**src/hw/rtl/i2rn_pkg.sv**
```systemverilog
// shared types, constants and lookup tables for the integer to roman numeral unit
`timescale 1ns / 1ps
`default_nettype none
package i2rn_pkg;

  localparam int VALUE_W = 16;
  localparam int CHAR_W  = 8;
  localparam int REM_W   = 12;
  localparam int MULT_W  = 14;
  localparam int DIGIT_W = 4;
  localparam int DEC_W   = 2;
  localparam int POS_W   = 2;
  localparam int LEN_W   = 3;

  localparam logic [VALUE_W-1:0] MAX_VALUE = VALUE_W'(3999);
  localparam logic [CHAR_W-1:0]  ERR_CHAR  = '0;
  localparam logic [DEC_W-1:0]   DEC_ONES  = DEC_W'(3);

  // digit times decade weight, decades ordered thousands, hundreds, tens, ones
  localparam logic [MULT_W-1:0] DIGIT_MULT [4][10] = '{
    '{14'd0, 14'd1000, 14'd2000, 14'd3000, 14'd4000, 14'd5000, 14'd6000, 14'd7000,
      14'd8000, 14'd9000},
    '{14'd0, 14'd100, 14'd200, 14'd300, 14'd400, 14'd500, 14'd600, 14'd700,
      14'd800, 14'd900},
    '{14'd0, 14'd10, 14'd20, 14'd30, 14'd40, 14'd50, 14'd60, 14'd70, 14'd80, 14'd90},
    '{14'd0, 14'd1, 14'd2, 14'd3, 14'd4, 14'd5, 14'd6, 14'd7, 14'd8, 14'd9}
  };

  typedef enum logic [1:0] {
    ST_IDLE,
    ST_RUN,
    ST_ERR
  } state_t;

  // which letter of the decade a numeral position uses
  typedef enum logic [1:0] {
    K_UNIT,
    K_FIVE,
    K_TEN
  } kind_t;

  typedef struct packed {
    logic load;
    logic advance;
    logic emit_err;
  } dp_cmd_t;

  typedef struct packed {
    logic range_ok;
    logic out_free;
    logic char_valid;
    logic final_char;
  } dp_sts_t;

  function automatic logic [LEN_W-1:0] pat_len(input logic [DIGIT_W-1:0] digit);
    logic [LEN_W-1:0] len;
    unique case (digit)
      4'd1, 4'd5:       len = LEN_W'(1);
      4'd2, 4'd4, 4'd6,
      4'd9:             len = LEN_W'(2);
      4'd3, 4'd7:       len = LEN_W'(3);
      4'd8:             len = LEN_W'(4);
      default:          len = '0;
    endcase
    return len;
  endfunction

  function automatic kind_t pat_kind(input logic [DIGIT_W-1:0] digit,
                                     input logic [POS_W-1:0]   pos);
    kind_t kind;
    unique case (digit)
      4'd4:             kind = (pos == '0) ? K_UNIT : K_FIVE;
      4'd5:             kind = K_FIVE;
      4'd6, 4'd7, 4'd8: kind = (pos == '0) ? K_FIVE : K_UNIT;
      4'd9:             kind = (pos == '0) ? K_UNIT : K_TEN;
      default:          kind = K_UNIT;
    endcase
    return kind;
  endfunction

  function automatic logic [CHAR_W-1:0] letter(input logic [DEC_W-1:0] dec,
                                               input kind_t            kind);
    logic [CHAR_W-1:0] code;
    code = ERR_CHAR;
    unique case (dec)
      2'd0: code = (kind == K_UNIT) ? "M" : ERR_CHAR;
      2'd1: code = (kind == K_UNIT) ? "C" : ((kind == K_FIVE) ? "D" : "M");
      2'd2: code = (kind == K_UNIT) ? "X" : ((kind == K_FIVE) ? "L" : "C");
      default: code = (kind == K_UNIT) ? "I" : ((kind == K_FIVE) ? "V" : "X");
    endcase
    return code;
  endfunction

endpackage
`default_nettype wire

```
**src/hw/rtl/i2rn_ctrl.sv**
```systemverilog
// controller state machine for the integer to roman numeral unit
`timescale 1ns / 1ps
`default_nettype none
module i2rn_ctrl (
  input  wire logic              clk,
  input  wire logic              rst_n,
  input  wire logic              in_tvalid,
  output logic                   in_tready,
  input  wire i2rn_pkg::dp_sts_t sts,
  output i2rn_pkg::dp_cmd_t      cmd
);

  i2rn_pkg::state_t state_r;
  i2rn_pkg::state_t state_nxt;

  always_ff @(posedge clk) begin
    if (!rst_n) begin
      state_r <= i2rn_pkg::ST_IDLE;
    end else begin
      state_r <= state_nxt;
    end
  end

  always_comb begin
    state_nxt = state_r;
    cmd       = '0;
    in_tready = 1'b0;
    unique case (state_r)
      i2rn_pkg::ST_IDLE: begin
        in_tready = 1'b1;
        if (in_tvalid) begin
          cmd.load  = 1'b1;
          state_nxt = sts.range_ok ? i2rn_pkg::ST_RUN : i2rn_pkg::ST_ERR;
        end
      end
      i2rn_pkg::ST_RUN: begin
        if (sts.out_free) begin
          cmd.advance = 1'b1;
          if (sts.char_valid && sts.final_char) begin
            state_nxt = i2rn_pkg::ST_IDLE;
          end
        end
      end
      i2rn_pkg::ST_ERR: begin
        if (sts.out_free) begin
          cmd.emit_err = 1'b1;
          state_nxt    = i2rn_pkg::ST_IDLE;
        end
      end
      default: begin
        state_nxt = i2rn_pkg::ST_IDLE;
      end
    endcase
  end

endmodule
`default_nettype wire

```
**src/hw/rtl/i2rn_dp.sv**
```systemverilog
// datapath: remainder, decade and letter position registers, letter lookup, output register
`timescale 1ns / 1ps
`default_nettype none
module i2rn_dp (
  input  wire logic                          clk,
  input  wire logic                          rst_n,
  input  wire logic [i2rn_pkg::VALUE_W-1:0]  in_tdata,
  input  wire i2rn_pkg::dp_cmd_t             cmd,
  output i2rn_pkg::dp_sts_t                  sts,
  output logic                               out_tvalid,
  input  wire logic                          out_tready,
  output logic [i2rn_pkg::CHAR_W-1:0]        out_tdata,
  output logic                               out_tlast,
  output logic                               out_tuser
);

  logic [i2rn_pkg::REM_W-1:0]   rem_r, rem_nxt;
  logic [i2rn_pkg::DEC_W-1:0]   dec_r, dec_nxt;
  logic [i2rn_pkg::POS_W-1:0]   pos_r, pos_nxt;
  logic                         out_valid_r, out_valid_nxt;
  logic [i2rn_pkg::CHAR_W-1:0]  out_char_r, out_char_nxt;
  logic                         out_last_r, out_last_nxt;
  logic                         out_err_r, out_err_nxt;

  logic [i2rn_pkg::DIGIT_W-1:0] digit;
  logic [i2rn_pkg::LEN_W-1:0]   len;
  logic [i2rn_pkg::REM_W-1:0]   rem_after;
  logic [i2rn_pkg::CHAR_W-1:0]  char_code;
  logic                         digit_end;
  logic                         out_free;

  // digit of the current decade: largest multiple of the weight not above the remainder
  always_comb begin
    digit = '0;
    for (int k = 1; k < 10; k++) begin
      if ({{(i2rn_pkg::MULT_W - i2rn_pkg::REM_W){1'b0}}, rem_r} >=
          i2rn_pkg::DIGIT_MULT[dec_r][k]) begin
        digit = i2rn_pkg::DIGIT_W'(k);
      end
    end
  end

  assign len       = i2rn_pkg::pat_len(digit);
  assign char_code = i2rn_pkg::letter(dec_r, i2rn_pkg::pat_kind(digit, pos_r));
  assign rem_after = rem_r - i2rn_pkg::DIGIT_MULT[dec_r][digit][i2rn_pkg::REM_W-1:0];
  assign digit_end = (len == '0) || ({1'b0, pos_r} == len - i2rn_pkg::LEN_W'(1));
  assign out_free  = !out_valid_r || out_tready;

  assign sts.range_ok   = (in_tdata != '0) && (in_tdata <= i2rn_pkg::MAX_VALUE);
  assign sts.out_free   = out_free;
  assign sts.char_valid = (len != '0);
  // last letter once the remaining lower decades are all zero
  assign sts.final_char = digit_end && (rem_after == '0);

  always_comb begin
    rem_nxt       = rem_r;
    dec_nxt       = dec_r;
    pos_nxt       = pos_r;
    out_valid_nxt = out_tready ? 1'b0 : out_valid_r;
    out_char_nxt  = out_char_r;
    out_last_nxt  = out_last_r;
    out_err_nxt   = out_err_r;
    priority if (cmd.load) begin
      rem_nxt = in_tdata[i2rn_pkg::REM_W-1:0];
      dec_nxt = '0;
      pos_nxt = '0;
    end else if (cmd.emit_err) begin
      out_valid_nxt = 1'b1;
      out_char_nxt  = i2rn_pkg::ERR_CHAR;
      out_last_nxt  = 1'b1;
      out_err_nxt   = 1'b1;
    end else if (cmd.advance) begin
      if (sts.char_valid) begin
        out_valid_nxt = 1'b1;
        out_char_nxt  = char_code;
        out_last_nxt  = sts.final_char;
        out_err_nxt   = 1'b0;
      end
      if (digit_end) begin
        rem_nxt = rem_after;
        dec_nxt = (dec_r == i2rn_pkg::DEC_ONES) ? dec_r : dec_r + i2rn_pkg::DEC_W'(1);
        pos_nxt = '0;
      end else begin
        pos_nxt = pos_r + i2rn_pkg::POS_W'(1);
      end
    end else begin
      rem_nxt = rem_r;
    end
  end

  always_ff @(posedge clk) begin
    if (!rst_n) begin
      out_valid_r <= 1'b0;
    end else begin
      out_valid_r <= out_valid_nxt;
    end
  end

  always_ff @(posedge clk) begin
    rem_r      <= rem_nxt;
    dec_r      <= dec_nxt;
    pos_r      <= pos_nxt;
    out_char_r <= out_char_nxt;
    out_last_r <= out_last_nxt;
    out_err_r  <= out_err_nxt;
  end

  assign out_tvalid = out_valid_r;
  assign out_tdata  = out_char_r;
  assign out_tlast  = out_last_r;
  assign out_tuser  = out_err_r;

endmodule
`default_nettype wire

```
**src/hw/rtl/integer_to_roman_numeral_unit.sv**
```systemverilog
// top level of the integer to roman numeral unit
// Converts one unsigned 16-bit value per input transfer into its subtractive
// roman numeral, sent as a run of ASCII letters, one letter per output transfer,
// most significant letter first, with out_tlast on the final letter.
// A value of 0 or above 3999 gives one output transfer with letter code 0,
// out_tlast high and out_tuser (range error) high.
// The value is loaded, then the walk sends one letter per cycle while the
// output register is free, and spends a step on each zero digit met before
// the last letter. The rate is set by the single letter lookup that walks
// decade by decade over the stored remainder.
// in_tready is high only while no value is in work; the next value is taken
// while the last letter may still wait in the output register.
// The output register holds its letter while out_tready is low and the
// walk pauses until it is taken.
// Reset (rst_n low, synchronous) returns the controller to idle and drops
// out_tvalid; any value in work is discarded.
`timescale 1ns / 1ps
`default_nettype none
module integer_to_roman_numeral_unit (
  input  wire logic                         clk,
  input  wire logic                         rst_n,
  input  wire logic                         in_tvalid,
  output logic                              in_tready,
  input  wire logic [i2rn_pkg::VALUE_W-1:0] in_tdata,   // [15:0] value
  output logic                              out_tvalid,
  input  wire logic                         out_tready,
  output logic [i2rn_pkg::CHAR_W-1:0]       out_tdata,  // [7:0] char_code
  output logic                              out_tlast,
  output logic                              out_tuser   // [0] out_of_range
);

  i2rn_pkg::dp_cmd_t cmd;
  i2rn_pkg::dp_sts_t sts;

  i2rn_ctrl u_ctrl (
    .clk       (clk),
    .rst_n     (rst_n),
    .in_tvalid (in_tvalid),
    .in_tready (in_tready),
    .sts       (sts),
    .cmd       (cmd)
  );

  i2rn_dp u_dp (
    .clk        (clk),
    .rst_n      (rst_n),
    .in_tdata   (in_tdata),
    .cmd        (cmd),
    .sts        (sts),
    .out_tvalid (out_tvalid),
    .out_tready (out_tready),
    .out_tdata  (out_tdata),
    .out_tlast  (out_tlast),
    .out_tuser  (out_tuser)
  );

endmodule
`default_nettype wire

```
**config.mk**
```make
export PLATFORM = sky130hd
export DESIGN_NAME = integer_to_roman_numeral_unit
export DESIGN_NICKNAME = d
export VERILOG_FILES = /design/src/hw/rtl/i2rn_pkg.sv /design/src/hw/rtl/i2rn_ctrl.sv /design/src/hw/rtl/i2rn_dp.sv /design/src/hw/rtl/integer_to_roman_numeral_unit.sv
export SDC_FILE = /design/constraint.sdc
export NUM_CORES = 1
export LEC_CHECK = 0
export BUFFER_PORTS_ARGS = -buffer_cell sky130_fd_sc_hd__clkbuf_2
export CAP_MARGIN = 10
export CORE_MARGIN = 4
export CORE_UTILIZATION = 35
export DETAILED_ROUTE_END_ITERATION = 8
export SETUP_SLACK_MARGIN = 0.4
export SYNTH_ARGS = -nofsm -noshare
export SYNTH_HDL_FRONTEND = slang
export SYNTH_SLANG_ARGS = --single-unit
```
**constraint.sdc**
```tcl
create_clock -name clk -period 6.2 [get_ports clk]
set_input_delay 0.93 -clock clk [delete_from_list [all_inputs] [get_ports clk]]
set_output_delay 0.93 -clock clk [all_outputs]
set_load 0.01 [all_outputs]
```
==> results of run 1 <==
[critical path: cells and delay by family, from the launching register on]
family                     cells  cell delay [ns]
adders and majority gates      3             0.76
buffers and inverters          3             0.39
muxes                          1             0.52
AOI/OAI and AO/OA             10             2.07
xor gates and xnor gates       1             0.15
DFF                            1             0.38
and+or+nand+nor                7             1.11
[path summary, 6_finish.rpt]
| check | slack, ns | end | start | depth (start not counted) |
|---|---|---|---|---|
| worst max-delay path | 0.58 | u_dp.out_tlast | u_dp.dec_r[1] | 25 |
| worst max register to register | 0.58 | u_dp.out_tlast | u_dp.dec_r[1] | 25 |
| worst min-delay path | 0.48 | u_dp.pos_r[1] | u_dp.pos_r[1] | 2 |
| worst min register to register | 0.48 | u_dp.pos_r[1] | u_dp.pos_r[1] | 2 |
[sequential cells by signal, summed over array words and instances, names as in the netlist]
| name | cells |
|---|---|
| u_dp.out_tlast | 1 |
| u_dp.dec_r | 2 |
| u_dp.pos_r | 2 |
| u_dp.out_tvalid | 1 |
| u_dp.out_tuser | 1 |
| u_ctrl.state_r | 2 |
| u_dp.out_tdata | 6 |
| u_dp.rem_r | 12 |
[layer usage]
metal | global-route usage | share of wire
met1 | 0.251 | 0.46
met2 | 0.313 | 0.47
met3 | 0.0135 | 0.043
met4 | 0.0667 | 0.032
met5 | 0 | 0
[synthesized netlist by cell type, drive strengths merged (7+ instances only)]
library cell,count,area [sq um]
inv,22,82.6
edfxtp,20,601
or2,7,43.8
a21oi,43,226
nand3,14,70.1
o21ai,32,164
dfxtp,7,140
nor4,9,62.6
o21a,9,67.6
nor2b,13,81.3
nor2,47,189
a21o,7,53.8
xnor2,10,103
and2,9,62.6
nor3,8,45.0
ha,60,751
a211oi,9,77.6
o211ai,9,72.6
nand2,52,195
buf,13,93.8
clkbuf,7,26.3
o31ai,7,52.6
[through the flow]
stage               hold slack, ns   util  cells  setup WS [ns]
finish                       0.483  0.442    722          0.579
global route                 0.489  0.442    722          0.356
CTS                          0.485  0.411    700          0.430
detailed placement           0.475  0.398    693          0.145
global placement             0.474  0.398    693          0.264
floorplan                    0.457      -    519          0.418
[area by class of cell]
cell class / count / area [sq um]
Multi-Input combinational cell: 449 / 3490
Sequential cell: 27 / 748
Clock buffer: 3 / 75.1
Inverter: 23 / 106
Tap cell: 143 / 179
Fill cell: 1143 / 6450
Timing Repair Buffer: 76 / 510
Clock inverter: 1 / 7.51
[cell usage in the layout, fill, tap and decap left out, types with 13 or more instances in the layout]
cell type,n
edfxtp_1,20
ha_1,52
o21ai_0,26
nor2b_1,13
nor2_1,41
clkbuf_2,29
nand3_1,14
inv_1,17
buf_4,46
a21oi_1,36
nand2_1,52
[timing repair]
action / in CTS / in global routing
setup endpoints to repair: 3 / 4
resized for setup: 11 / 47
pin swaps: 2 / 28
setup buffers: 3 / 22
[kinds of logic after synthesis]
group,after synthesis,synth area share
AND/OR/NAND/NOR,190,0.235
multiplexers,12,0.0361
buffers and inverters,43,0.0492
adder cells (fa/ha/maj),62,0.186
AO/OA/AOI/OAI,169,0.283
XOR/XNOR,14,0.0328
flip-flops,27,0.177
other,1,0.000894
==> metrics.md, run 1 <==
| Metric | Value |
|---|---|
| Fmax | `0.178 GHz` |
| PortBufs | `29` |
| Overflow after GRT | `0` |
| Final Cycle Share | `0.907` |
| Fin. Hold Viols | `0` |
| Setup Skew | `0.00271 ns` |
| Max-slew violations | `0` |
| H-tree levels | `1` |
| DP HPWL | `10500 um` |
| Seq/Total Area, Yosys | `0.177` |
| EDFF count, synth | `20` |
| Crit. End Element | `register` |
| Netlist cell types | `90` |
| Slew at the pin with the worst max-slew slack | `0.601 ns` |
| Starting Density | `0.363` |
| Setup TNS | `0 ns` |
| Root Driver | `clkbuf_16` |
| P&R area growth vs syn | `22.1%` |
| Ys Warns | `0` |
| Post-Syn Area per Cell | `8.09 sq um` |
| First-pass GRT wire length | `21200 um` |
| Vias in the first global route | `4031` |
| Core ar. | `0.0116 sq mm` |
| Req. time, crit path | `6.23 ns` |
| Gr usage total | `0.186` |
| DRT Pass-1 Iters | `5` |
| DRT iter0 DRCs | `484` |
| Antenna diode instance count | `0` |
| CTS tree | `built` |
| ANT nets after route | `0` |
| Clock Latency Late Sink | `0.27 ns` |
| Worst-path clk slew | `0.07 ns` |
| Crit start category | `register` |
| Clock sinks | `27` |
| Total CTS buffers | `3` |
| Pin count of the biggest net entering global routing | `25` |
| Placed inst area | `0.00461 sq mm` |
| Vias | `4292` |
| Post-Synthesis Cells | `518` |
| Arrival time worst endpoint | `5.65 ns` |
| Clk buf depth | `2` |
| Layout cells sized above 1 | `0.275` |
| Min-delay worst type | `register to register` |
| Crit path kind | `register to register` |
| Gpl congestion | `0.967` |
| Setup-failing EPs final | `0` |
| Final #Nets | `661` |
| Most used DFF post-synth | `edfxtp_1` |
| Wire per inst | `18.6 um` |
| Max incr delay on CP | `0.52 ns` |
| Netlist Area Pre-Place | `0.00419 sq mm` |
| DRC violations left | `0` |
| Setup repair after global routing missed its margin | `no` |
| Post-layout min period | `5.62 ns` |
| Critical path's slowest cell | `mux4_2` |
| Outcome | `completed` |
| Die Height | `117 um` |
| Die X | `117 um` |
| Slew margin rel. | `0.594` |
| CTS Hold Bufs | `0` |
| Asr flop ratio synth | `0` |
| Antenna violations before repair | `0` |
| Cell Rows | `39` |
| DR vias/cell | `5.94` |
| DIE AREA | `0.0138 sq mm` |
| I/O Pins | `32` |
| Post-Layout Inst Area | `0.00512 sq mm` |
| Yosys reg bits | `27` |
| DRT Wirelength | `13400 um` |
| Crit-path max FO | `6` |
| Max_cap viols | `0` |
Power of run 1 is left out: the tool's default activity adds up to more than one toggle a clock period on the data nets, which glitch-free logic cannot reach.
==> inputs of run 2 (changes only) <==
Settings changed: CORE_ASPECT_RATIO set to 0.75.
Clock period 6.2 ns to 6.4 ns, I/O delays scaled along.
==> run 2 against run 1 <==
Cell count is 0.69% lower. Global-route usage is 0.93 points higher. Critical path depth is 1 higher. Routed wire length up 2.5%. Core utilization is 2.9 points lower. Setup slack got worse by 0.081 ns. First-iteration DRC count is 36% lower. Via count is 0.47% lower. Highest routed layer unchanged. Non-clock buffer count decreased by 24.
==> metrics.md, run 2 (same netlist as run 1, synthesis figures left out) <==
| Metric | Value |
|---|---|
| Post-layout min period | `5.90 ns` |
| Setup WS pre-CTS | `0.308 ns` |
| Outcome | `completed` |
| Req. time, crit path | `6.42 ns` |
| DR vias/cell | `5.96` |
| DIE AREA | `0.0138 sq mm` |
| Vias in the first global route | `3964` |
| Setup TNS | `0 ns` |
| DRT iter0 DRCs | `308` |
| Gpl congestion | `0.957` |
| Clk buf depth | `2` |
| Reg2reg end | `u_dp.out_tlast` |
| CP endpoint | `u_dp.out_tlast` |
| Gr usage total | `0.195` |
| DRC violations left | `0` |
| Crit-path max FO | `11` |
| Layout cells sized above 1 | `0.211` |
| Core ar. | `0.0117 sq mm` |
| DP Cell Count | `708` |
| Max-slew violations | `0` |
| Die Height | `103 um` |
| Total CTS buffers | `3` |
| Crit. End Element | `register` |
| Clock sinks | `27` |
| Reg2reg setup slack | `0.50 ns` |
| DP HPWL | `10900 um` |
| Crit path kind | `register to register` |
| P&R area growth vs syn | `15.1%` |
| Cell Rows | `34` |
| Reg2reg path depth | `26` |
| Wire per inst | `19.2 um` |
| CTS tree | `built` |
| Root Driver | `clkbuf_16` |
| ANT nets after route | `0` |
| Max_cap viols | `0` |
| CTS Hold Bufs | `0` |
| PortBufs | `29` |
| Setup repair after global routing missed its margin | `no` |
| Setup-failing EPs final | `0` |
| Fin cells | `717` |
| DRT Wirelength | `13800 um` |
| Final #Nets | `637` |
| Fin. Hold Viols | `0` |
| Max reg flops | `12` |
| H-tree levels | `1` |
| Commonest cells after routing, fill and taps aside | `53 x ha_1, 52 x nand2_1, 41 x nor2_1, 37 x a21oi_1, 29 x clkbuf_2` |
| Arrival time worst endpoint | `5.93 ns` |
| Crit start category | `register` |
| Setup Skew | `0.00441 ns` |
| Worst-path clk slew | `0.08 ns` |
| Antenna violations before repair | `0` |
| Vias | `4272` |
| Die X | `134 um` |
| First-pass GRT wire length | `21500 um` |
| I/O Pins | `32` |
| Min-delay worst type | `register to register` |
| RR Startpoint | `u_dp.dec_r[0]` |
| Commonest non-fill, non-tap cell in the layout | `ha_1` |
| Slew margin rel. | `0.398` |
| Pin count of the biggest net entering global routing | `25` |
| Worst hold slack | `0.504 ns` |
| Critical Path Source | `u_dp.dec_r[0]` |
| Final Cycle Share | `0.922` |
| Clock Latency Late Sink | `0.27 ns` |
| Fmax | `0.169 GHz` |
| Slew at the pin with the worst max-slew slack | `0.892 ns` |
| Largest Register | `u_dp.rem_r` |
| Worst setup margin | `0.498 ns` |
| Antenna diode instance count | `0` |
| Overflow after GRT | `0` |
| Starting Density | `0.360` |
| DRT Pass-1 Iters | `5` |
-- run 2: cell count changes in the layout (fill, tap and decap cells not counted), sizes merged --
| cell | previous run | this run |
|---|---|---|
| inv | 20 | 21 |
| buf | 47 | 23 |
| clkinvlp | 3 | 2 |
-- run 2: how the worst min path moves through the flow --
stage                        from             to  slack, ns  cells after the start
floorplan           u_dp.pos_r[1]  u_dp.pos_r[1]       0.46                      2
global placement    u_dp.pos_r[1]  u_dp.pos_r[1]       0.47                      2
detailed placement  u_dp.pos_r[1]  u_dp.pos_r[1]       0.49                      2
CTS                 u_dp.pos_r[1]  u_dp.pos_r[1]       0.50                      2
global route        u_dp.pos_r[1]  u_dp.pos_r[1]       0.55                      2
finish              u_dp.pos_r[1]  u_dp.pos_r[1]       0.50                      2
-- run 2: area by class of cell --
| cell class | instances | area (sq um) |
|---|---|---|
| Fill cell | 1181 | 6830 |
| Multi-Input combinational cell | 449 | 3390 |
| Sequential cell | 27 | 743 |
| Timing Repair Buffer | 52 | 318 |
| Tap cell | 162 | 203 |
| Inverter | 23 | 92.6 |
| Clock buffer | 3 | 75.1 |
| Clock inverter | 1 | 7.51 |
-- run 2: critical path, cell delays in order (launching register included) --
cell,delay (ns)
dfxtp_2,0.39
inv_4,0.11
ha_2,0.21
clkinvlp_4,0.09
buf_4,0.20
ha_1,0.45
nor2b_1,0.10
nor3_1,0.15
o211ai_1,0.19
o211ai_1,0.23
buf_4,0.18
and2_4,0.15
and2_4,0.21
nand2b_1,0.17
mux4_2,0.50
o221ai_1,0.24
o21ai_1,0.18
ha_1,0.36
o21a_1,0.16
nor2_1,0.04
o311a_1,0.36
a21oi_2,0.15
xnor2_1,0.16
nor2_1,0.08
a211oi_2,0.30
nor4_4,0.09
or2_1,0.21
-- run 2: per-layer routing --
| layer | global-route usage | share of wire |
|---|---|---|
| met5 | 0 | 0 |
| met4 | 0.0603 | 0.033 |
| met3 | 0.0234 | 0.070 |
| met2 | 0.286 | 0.41 |
| met1 | 0.297 | 0.49 |
-- run 2: what timing repair did --
action,in CTS,in global routing
endpoints found under the setup margin,3,5
gates resized for setup,4,27
pin swaps,0,6
buffers inserted,0,5
-- run 2: per-stage QoR --
step | utilization | instance area (sq um)
floorplan | - | 4210
global placement | 0.392 | 4570
detailed placement | 0.392 | 4570
CTS | 0.400 | 4660
global route | 0.414 | 4820
finish | 0.414 | 4820
Power of run 2 is left out for the same reason.
